### src/rtl/sensor_table_update_core_assert.svh
// Assertion macros for the sensor table update core.
// Depends on nothing; included by the top-level module.
`ifndef SENSOR_TABLE_UPDATE_CORE_ASSERT_SVH
`define SENSOR_TABLE_UPDATE_CORE_ASSERT_SVH
// Implication checked on every clock edge outside reset.
`define STU_ASSERT_IMP(label, clk, rstn, a, c) \
    label: assert property (@(posedge clk) disable iff (!rstn) (a) |-> (c)) \
        else $error("assertion failed");
// Condition checked in the cycle after a trigger.
`define STU_ASSERT_NEXT(label, clk, rstn, a, c) \
    label: assert property (@(posedge clk) disable iff (!rstn) (a) |=> (c)) \
        else $error("assertion failed");
`endif

### src/rtl/stu_pkg.sv
// Package for the sensor table update core: table size, index and count widths,
// the sequencer state type and the table entry type. Depends on nothing.
package stu_pkg;
    localparam int Entries  = 16;
    localparam int IdxW     = (Entries > 1) ? $clog2(Entries) : 1;
    localparam int CntW     = $clog2(Entries + 1);

    typedef enum logic [2:0] {
        ST_IDLE, ST_SCAN, ST_AGE, ST_RD, ST_UPD, ST_OUT
    } stu_state_t;

    // One table entry, kept whole in a single memory word.
    typedef struct packed {
        logic [7:0]  proto;
        logic [31:0] id;
        logic [15:0] pressure;
        logic [7:0]  temp;
        logic [7:0]  flags;
        logic [7:0]  bits;
        logic [31:0] first_seen;
        logic [31:0] last_seen;
        logic [31:0] frames;
        logic [15:0] signal;
        logic [15:0] peak;
        logic [31:0] peak_seen;
    } stu_entry_t;
endpackage

### src/rtl/sensor_table_update_core.sv
// Sensor table update core: one transfer in gives one result transfer out.
// A hit is found by walking the used entries; a miss with room appends at slot used;
// a miss on a full table walks all entries to find the oldest one and evicts it.
// The core takes one frame at a time, as the table walk uses the single read
// port; the next frame is taken in the cycle after the result transfer.
// Reset (aresetn low, synchronous) marks the table empty, sets hold to 10000 ticks.
module sensor_table_update_core (
    input  logic         aclk,
    input  logic         aresetn,
    input  logic         cfg_wr_en,
    input  logic [31:0]  cfg_wr_data,
    input  logic         s_tvalid,
    output logic         s_tready,
    // proto_code[7:0], sensor_id[39:8], present_bits[47:40],
    // pressure_reading[63:48], temperature_reading[71:64], frame_flags[79:72],
    // signal_strength[95:80], rx_time[127:96]
    input  logic [127:0] s_tdata,
    output logic         m_tvalid,
    input  logic         m_tready,
    // slot[3:0], was_new[4], was_evicted[5], sensor_frames[37:6],
    // peak_strength[53:38], merged_bits[61:54], zero fill above
    output logic [63:0]  m_tdata
);
    import stu_pkg::*;

    stu_entry_t            mem [Entries];
    stu_entry_t            rd_q;
    logic [IdxW-1:0]       rd_addr;
    logic                  wr_en;
    stu_entry_t            wr_data;

    stu_state_t            state_reg, state_next;
    logic [127:0]          frm_reg;
    logic [CntW-1:0]       used_reg;
    logic [31:0]           total_reg;
    logic [31:0]           hold_reg;
    logic [CntW-1:0]       ptr_reg, ptr_next;     // address being issued
    logic                  pend_reg, pend_next;   // a read is in flight
    logic [IdxW-1:0]       pidx_reg, pidx_next;   // address of that read
    logic [IdxW-1:0]       idx_reg, idx_next;
    logic                  found_reg, found_next;
    logic                  evict_reg, evict_next;
    logic [31:0]           worst_reg, worst_next;
    logic [63:0]           out_reg;
    logic                  used_inc;

    // Frame fields.
    logic [7:0]  f_proto, f_bits, f_temp, f_flags;
    logic [31:0] f_id, f_tick;
    logic [15:0] f_pres, f_sig;
    assign f_proto = frm_reg[7:0];
    assign f_id    = frm_reg[39:8];
    assign f_bits  = frm_reg[47:40];
    assign f_pres  = frm_reg[63:48];
    assign f_temp  = frm_reg[71:64];
    assign f_flags = frm_reg[79:72];
    assign f_sig   = frm_reg[95:80];
    assign f_tick  = frm_reg[127:96];

    always_ff @(posedge aclk) begin
        if (wr_en) begin
            mem[idx_reg] <= wr_data;
        end
        rd_q <= mem[rd_addr];
    end

    // Merge of the frame into the entry read back from the table.
    stu_entry_t  base, upd;
    logic [31:0] age;
    always_comb begin
        base = rd_q;
        if (!found_reg) begin
            base            = '0;
            base.proto      = f_proto;
            base.id         = f_id;
            base.first_seen = f_tick;
            base.peak       = f_sig;
            base.peak_seen  = f_tick;
        end
        upd = base;
        if (f_bits[0]) upd.pressure = f_pres;
        if (f_bits[1]) upd.temp = f_temp;
        upd.bits = base.bits | f_bits;
        if (f_bits[2]) upd.bits[3] = f_bits[3];
        upd.flags     = f_flags;
        upd.signal    = f_sig;
        upd.frames    = base.frames + 32'd1;
        upd.last_seen = f_tick;
        if (($signed(f_sig) >= $signed(base.peak)) ||
            ((f_tick - base.peak_seen) > hold_reg)) begin
            upd.peak      = f_sig;
            upd.peak_seen = f_tick;
        end
        age = f_tick - rd_q.last_seen;
    end

    always_comb begin
        state_next = state_reg;
        ptr_next   = ptr_reg;
        pend_next  = 1'b0;
        pidx_next  = pidx_reg;
        idx_next   = idx_reg;
        found_next = found_reg;
        evict_next = evict_reg;
        worst_next = worst_reg;
        rd_addr    = ptr_reg[IdxW-1:0];
        wr_en      = 1'b0;
        wr_data    = upd;
        used_inc   = 1'b0;
        case (state_reg)
            ST_IDLE: begin
                if (s_tvalid) begin
                    state_next = ST_SCAN;
                    ptr_next   = '0;
                    found_next = 1'b0;
                    evict_next = 1'b0;
                end
            end
            ST_SCAN: begin
                // Compare the word read last cycle while issuing the next.
                if (pend_reg && rd_q.proto == f_proto && rd_q.id == f_id) begin
                    found_next = 1'b1;
                    idx_next   = pidx_reg;
                    rd_addr    = pidx_reg;
                    state_next = ST_RD;
                end else if (ptr_reg < used_reg) begin
                    pend_next  = 1'b1;
                    pidx_next  = ptr_reg[IdxW-1:0];
                    ptr_next   = ptr_reg + 1'b1;
                end else if (used_reg < CntW'(Entries)) begin
                    idx_next   = used_reg[IdxW-1:0];
                    used_inc   = 1'b1;
                    state_next = ST_UPD;
                end else begin
                    evict_next = 1'b1;
                    worst_next = '0;
                    ptr_next   = '0;
                    state_next = ST_AGE;
                end
            end
            ST_AGE: begin
                if (pend_reg && age >= worst_reg) begin
                    worst_next = age;
                    idx_next   = pidx_reg;
                end
                if (ptr_reg < CntW'(Entries)) begin
                    pend_next = 1'b1;
                    pidx_next = ptr_reg[IdxW-1:0];
                    ptr_next  = ptr_reg + 1'b1;
                end else if (!pend_reg) begin
                    state_next = ST_UPD;
                end
            end
            ST_RD: begin
                rd_addr    = idx_reg;
                state_next = ST_UPD;
            end
            ST_UPD: begin
                wr_en      = 1'b1;
                state_next = ST_OUT;
            end
            ST_OUT: begin
                if (m_tready) state_next = ST_IDLE;
            end
            default: state_next = ST_IDLE;
        endcase
    end

    always_ff @(posedge aclk) begin
        if (!aresetn) begin
            state_reg <= ST_IDLE;
            used_reg  <= '0;
            total_reg <= '0;
            hold_reg  <= 32'd10000;
            pend_reg  <= 1'b0;
        end else begin
            state_reg <= state_next;
            pend_reg  <= pend_next;
            if (used_inc) used_reg <= used_reg + 1'b1;
            if (wr_en) total_reg <= total_reg + 32'd1;
            if (cfg_wr_en) hold_reg <= cfg_wr_data;
        end
    end

    always_ff @(posedge aclk) begin
        ptr_reg   <= ptr_next;
        pidx_reg  <= pidx_next;
        idx_reg   <= idx_next;
        found_reg <= found_next;
        evict_reg <= evict_next;
        worst_reg <= worst_next;
        if (s_tvalid && s_tready) frm_reg <= s_tdata;
        if (wr_en) begin
            out_reg <= {2'b00, upd.bits, upd.peak, upd.frames, evict_reg,
                        ~found_reg, 4'(idx_reg)};
        end
    end

    assign s_tready = (state_reg == ST_IDLE);
    assign m_tvalid = (state_reg == ST_OUT);
    assign m_tdata  = out_reg;

    `include "sensor_table_update_core_assert.svh"
    `STU_ASSERT_IMP(a_used_bound, aclk, aresetn, 1'b1, used_reg <= CntW'(Entries))
    `STU_ASSERT_NEXT(a_wr_then_out, aclk, aresetn, wr_en, m_tvalid)
    `STU_ASSERT_IMP(a_evict_miss, aclk, aresetn, m_tvalid && evict_reg, !found_reg)
endmodule
### config.mk
export PLATFORM = sky130hd
export DESIGN_NAME = sensor_table_update_core
export DESIGN_NICKNAME = d
export VERILOG_FILES = /design/src/rtl/stu_pkg.sv /design/src/rtl/sensor_table_update_core.sv
export VERILOG_INCLUDE_DIRS = /design/src /design/src/rtl
export SDC_FILE = /design/constraint.sdc
export NUM_CORES = 2
export LEC_CHECK = 0
export BUFFER_PORTS_ARGS = -buffer_cell sky130_fd_sc_hd__buf_2
export CAP_MARGIN = 20
export CORE_ASPECT_RATIO = 1.2
export CORE_MARGIN = 2
export CORE_UTILIZATION = 56
export DETAILED_ROUTE_END_ITERATION = 8
export GPL_TIMING_DRIVEN = 1
export PLACE_DENSITY = 0.75
export SLEW_MARGIN = 10
export SYNTH_ARGS = -nofsm -noshare
export SYNTH_HDL_FRONTEND = slang
export SYNTH_SLANG_ARGS = --single-unit
### constraint.sdc
create_clock -name aclk -period 15 [get_ports aclk]
set_input_delay 0 -clock aclk [delete_from_list [all_inputs] [get_ports aclk]]
set_output_delay 0 -clock aclk [all_outputs]
set_load 0.01 [all_outputs]
==> out/summary.txt <==
Outcome: finished clean
Minimum clock period after layout: 8.72 ns
Synth top area cells: edfxtp_1 (72%), mux4_2 (12%), dfxtp_1 (3.5%), a22oi_1 (1.7%), ha_1 (1.6%)
Core region area: 204000 um2
# resized after CTS: 0
Vias in the first global route: 60800
CP Data Required Time: 15.52 ns
Initial core utilization: 56.2%
Max Cap Viol: 0
Overflow after GRT: 0
Unique cell type count in the Yosys netlist: 72
Root Driver: clkbuf_16
Multi-input logic area: 26300 um2
GRT Overall Usage: 27.0%
Final slew viol count: 0
Area of the die: 209000 um2
Synth Flop Type: edfxtp_1
DRC: 0
Latest clock arrival within the worst-skew pair: 0.95 ns
Final core utilization: 64.6%
Largest net degree at the start of global routing: 116
Synthesized area: 115000 um2
Crit start category: register
Max Clk Rate: 115 MHz
Crit end category: register
Port buffer count: 196
Number of synthesized register bits: 2966
Clock slew at reported path FFs: 0.06 ns
Post-synthesis sequential area ratio: 75.7%
Leak pwr: 0.0443 uW
Power density over the cells: 179 nW/um2
Final Hold Viols: 0
CTS Hold Bufs: 320
YS warnings: 0
Area delta synth->final: 15.0%
Worst Tran Pin Value: 1.15 ns
Arrival @ worst endpoint: 9.24 ns
Final setup fails: 0
Syn avg cell area: 20.3 um2
RSZ-0062 raised after global routing: no
Die Y-Extent: 500 um
Initial antenna violation count: 7
CP max FO: 50
Place WS: 6.66 ns
Total setup buffers inserted after CTS: 0
1st-iter DRT viols: 7802
Die W: 418 um
Cell taking the most area after synthesis: edfxtp_1
Final WL: 282000 um
Max-slew headroom: 23.5%
Share of layout cells above drive strength 1: 22.7%
Sink Count: 2966
Fin crit share: 58.1%
Fill cell count: 13100
Number of iterations in the first detailed-routing pass: 8
Sequential Area: 87100 um2
Clk_skew: 0.0798 ns
DP HPWL: 142000 um
Min-delay worst type: in2reg
Number of enable flip-flop cells after synthesis: 2765
Net count, final: 6691
DR WL/cell: 30.4 um
CTS tree: built
Critical path type: reg2reg
Detail Route Antenna Nets: 0
FFs w/ async S/R, synth: 0%
Final setup TNS: 0 ns
GP Congestion: 0.871
CTS H-tree depth: 5
Row cnt: 182
First-pass GRT wire length: 408000 um
CTS Buf Count: 297
Setup ws final: 6.28 ns
# IOs: 231
Max clock buf depth: 4
Max VDD drop: 0.142 mV
Synth Instances: 5658
Area fraction of the dominant cell type after synthesis: 72.2%
Vias: 59500
Number of flip-flops in the largest register: 2560
Via/cell ratio: 6.43
-- critical path: stages (launching register included) --
cell	delay, ns
edfxtp_1	0.94
buf_4	0.76
mux2i_1	0.30
fa_1	0.48
a21oi_1	0.21
o211ai_1	0.19
o311ai_0	0.65
nand2_1	0.14
o221ai_1	0.43
o211a_1	0.25
o21ai_0	0.09
a21oi_1	0.26
o21ai_0	0.12
a21oi_1	0.18
xnor2_1	0.09
ha_1	0.29
nand4_1	0.17
nor4_1	0.58
nand3_1	0.32
a21oi_4	0.22
buf_4	0.58
nor2_1	0.09
a21oi_1	0.86
-- metal layers --
layer / GRT usage (%) / wire [um] / vias to the layer above
met5: 0 / 35 / -
met4: 9.93 / 10300 / 6
met3: 4.26 / 25800 / 577
met2: 45.0 / 141000 / 3341
met1: 36.5 / 105000 / 31000
li1: - / - / 24600
-- Yosys cell counts (76+ instances only) --
| master | count |
|---|---|
| nor2_1 | 134 |
| edfxtp_1 | 2765 |
| dfxtp_1 | 201 |
| nand2_1 | 222 |
| a22oi_1 | 253 |
| mux2i_1 | 102 |
| ha_1 | 149 |
| mux4_2 | 636 |
| clkbuf_1 | 92 |
| xor2_1 | 76 |
| a21oi_1 | 145 |
| inv_1 | 124 |
-- final timing paths --
| path | startpoint | end | slack (ns) | depth (start not counted) |
|---|---|---|---|---|
| hold reg to reg | evict_reg | m_tdata[5] | 0.46 | 0 |
| hold / removal | s_tvalid | found_reg | 0.18 | 4 |
| setup reg to reg | found_reg | mem[8][2] | 6.28 | 22 |
| setup / recovery | found_reg | mem[8][2] | 6.28 | 22 |
-- power by group --
part           switching [uW]  leakage, uW  internal (uW)
sequential                287       0.0266          10400
clock                    3010      0.00465           4280
combinational            3510       0.0130           2180
total                    6800       0.0443          16900
-- per-stage QoR --
| stage | power [uW] | cell area [um2] | hold WS [ns] | cells |
|---|---|---|---|---|
| final | 23700 | 132000 | 0.181 | 9260 |
| after global routing | 24600 | 132000 | 0.208 | 9260 |
| after CTS | 23700 | 132000 | 0.137 | 9234 |
| after detailed placement | 16400 | 119000 | 0.178 | 8399 |
| after global placement | 16200 | 119000 | 0.176 | 8394 |
| after floorplan | 14700 | 115000 | 0.0989 | 5659 |
-- cells by family after synthesis --
| logic type | count (synthesis) | share of synthesized area (%) |
|---|---|---|
| buffers and inverters | 381 | 1.55 |
| adders and majority gates | 151 | 1.66 |
| DFF | 2966 | 75.7 |
| other | 1 | 0.00326 |
| xor gates and xnor gates | 124 | 0.945 |
| AOI/OAI and AO/OA | 642 | 3.79 |
| and+or+nand+nor | 613 | 2.54 |
| muxes | 780 | 13.8 |
-- placed cells by master (no fill, tap or decap), types with 22 or more instances in the layout --
cell type	n
buf_2	197
a22oi_1	253
bufinv_16	28
mux2i_1	102
xor2_1	76
nor2b_1	47
nand2b_1	29
and2_1	41
nand3_1	31
nor2_1	122
clkinv_1	29
dlygate4sd3_1	320
o21ai_0	52
buf_4	142
mux2_2	42
ha_1	149
mux4_2	636
xnor2_1	47
a21o_1	50
dfxtp_1	201
a21oi_1	143
edfxtp_1	2765
clkbuf_8	22
nand4_1	28
clkbuf_1	67
clkinv_2	52
clkbuf_16	302
nand2_1	222
o22ai_1	44
inv_1	122
-- layout make-up --
type	instances	share of cell area (%)
clock buffer	391	6.14
tap	2668	2.53
timing repair buffer	674	4.20
multi-input combinational	2312	19.9
clock inverter	124	1.02
inverter	124	0.358
antenna	1	0.00189
sequential	2966	65.9
Note: power is estimated with default switching activity, not from simulation.
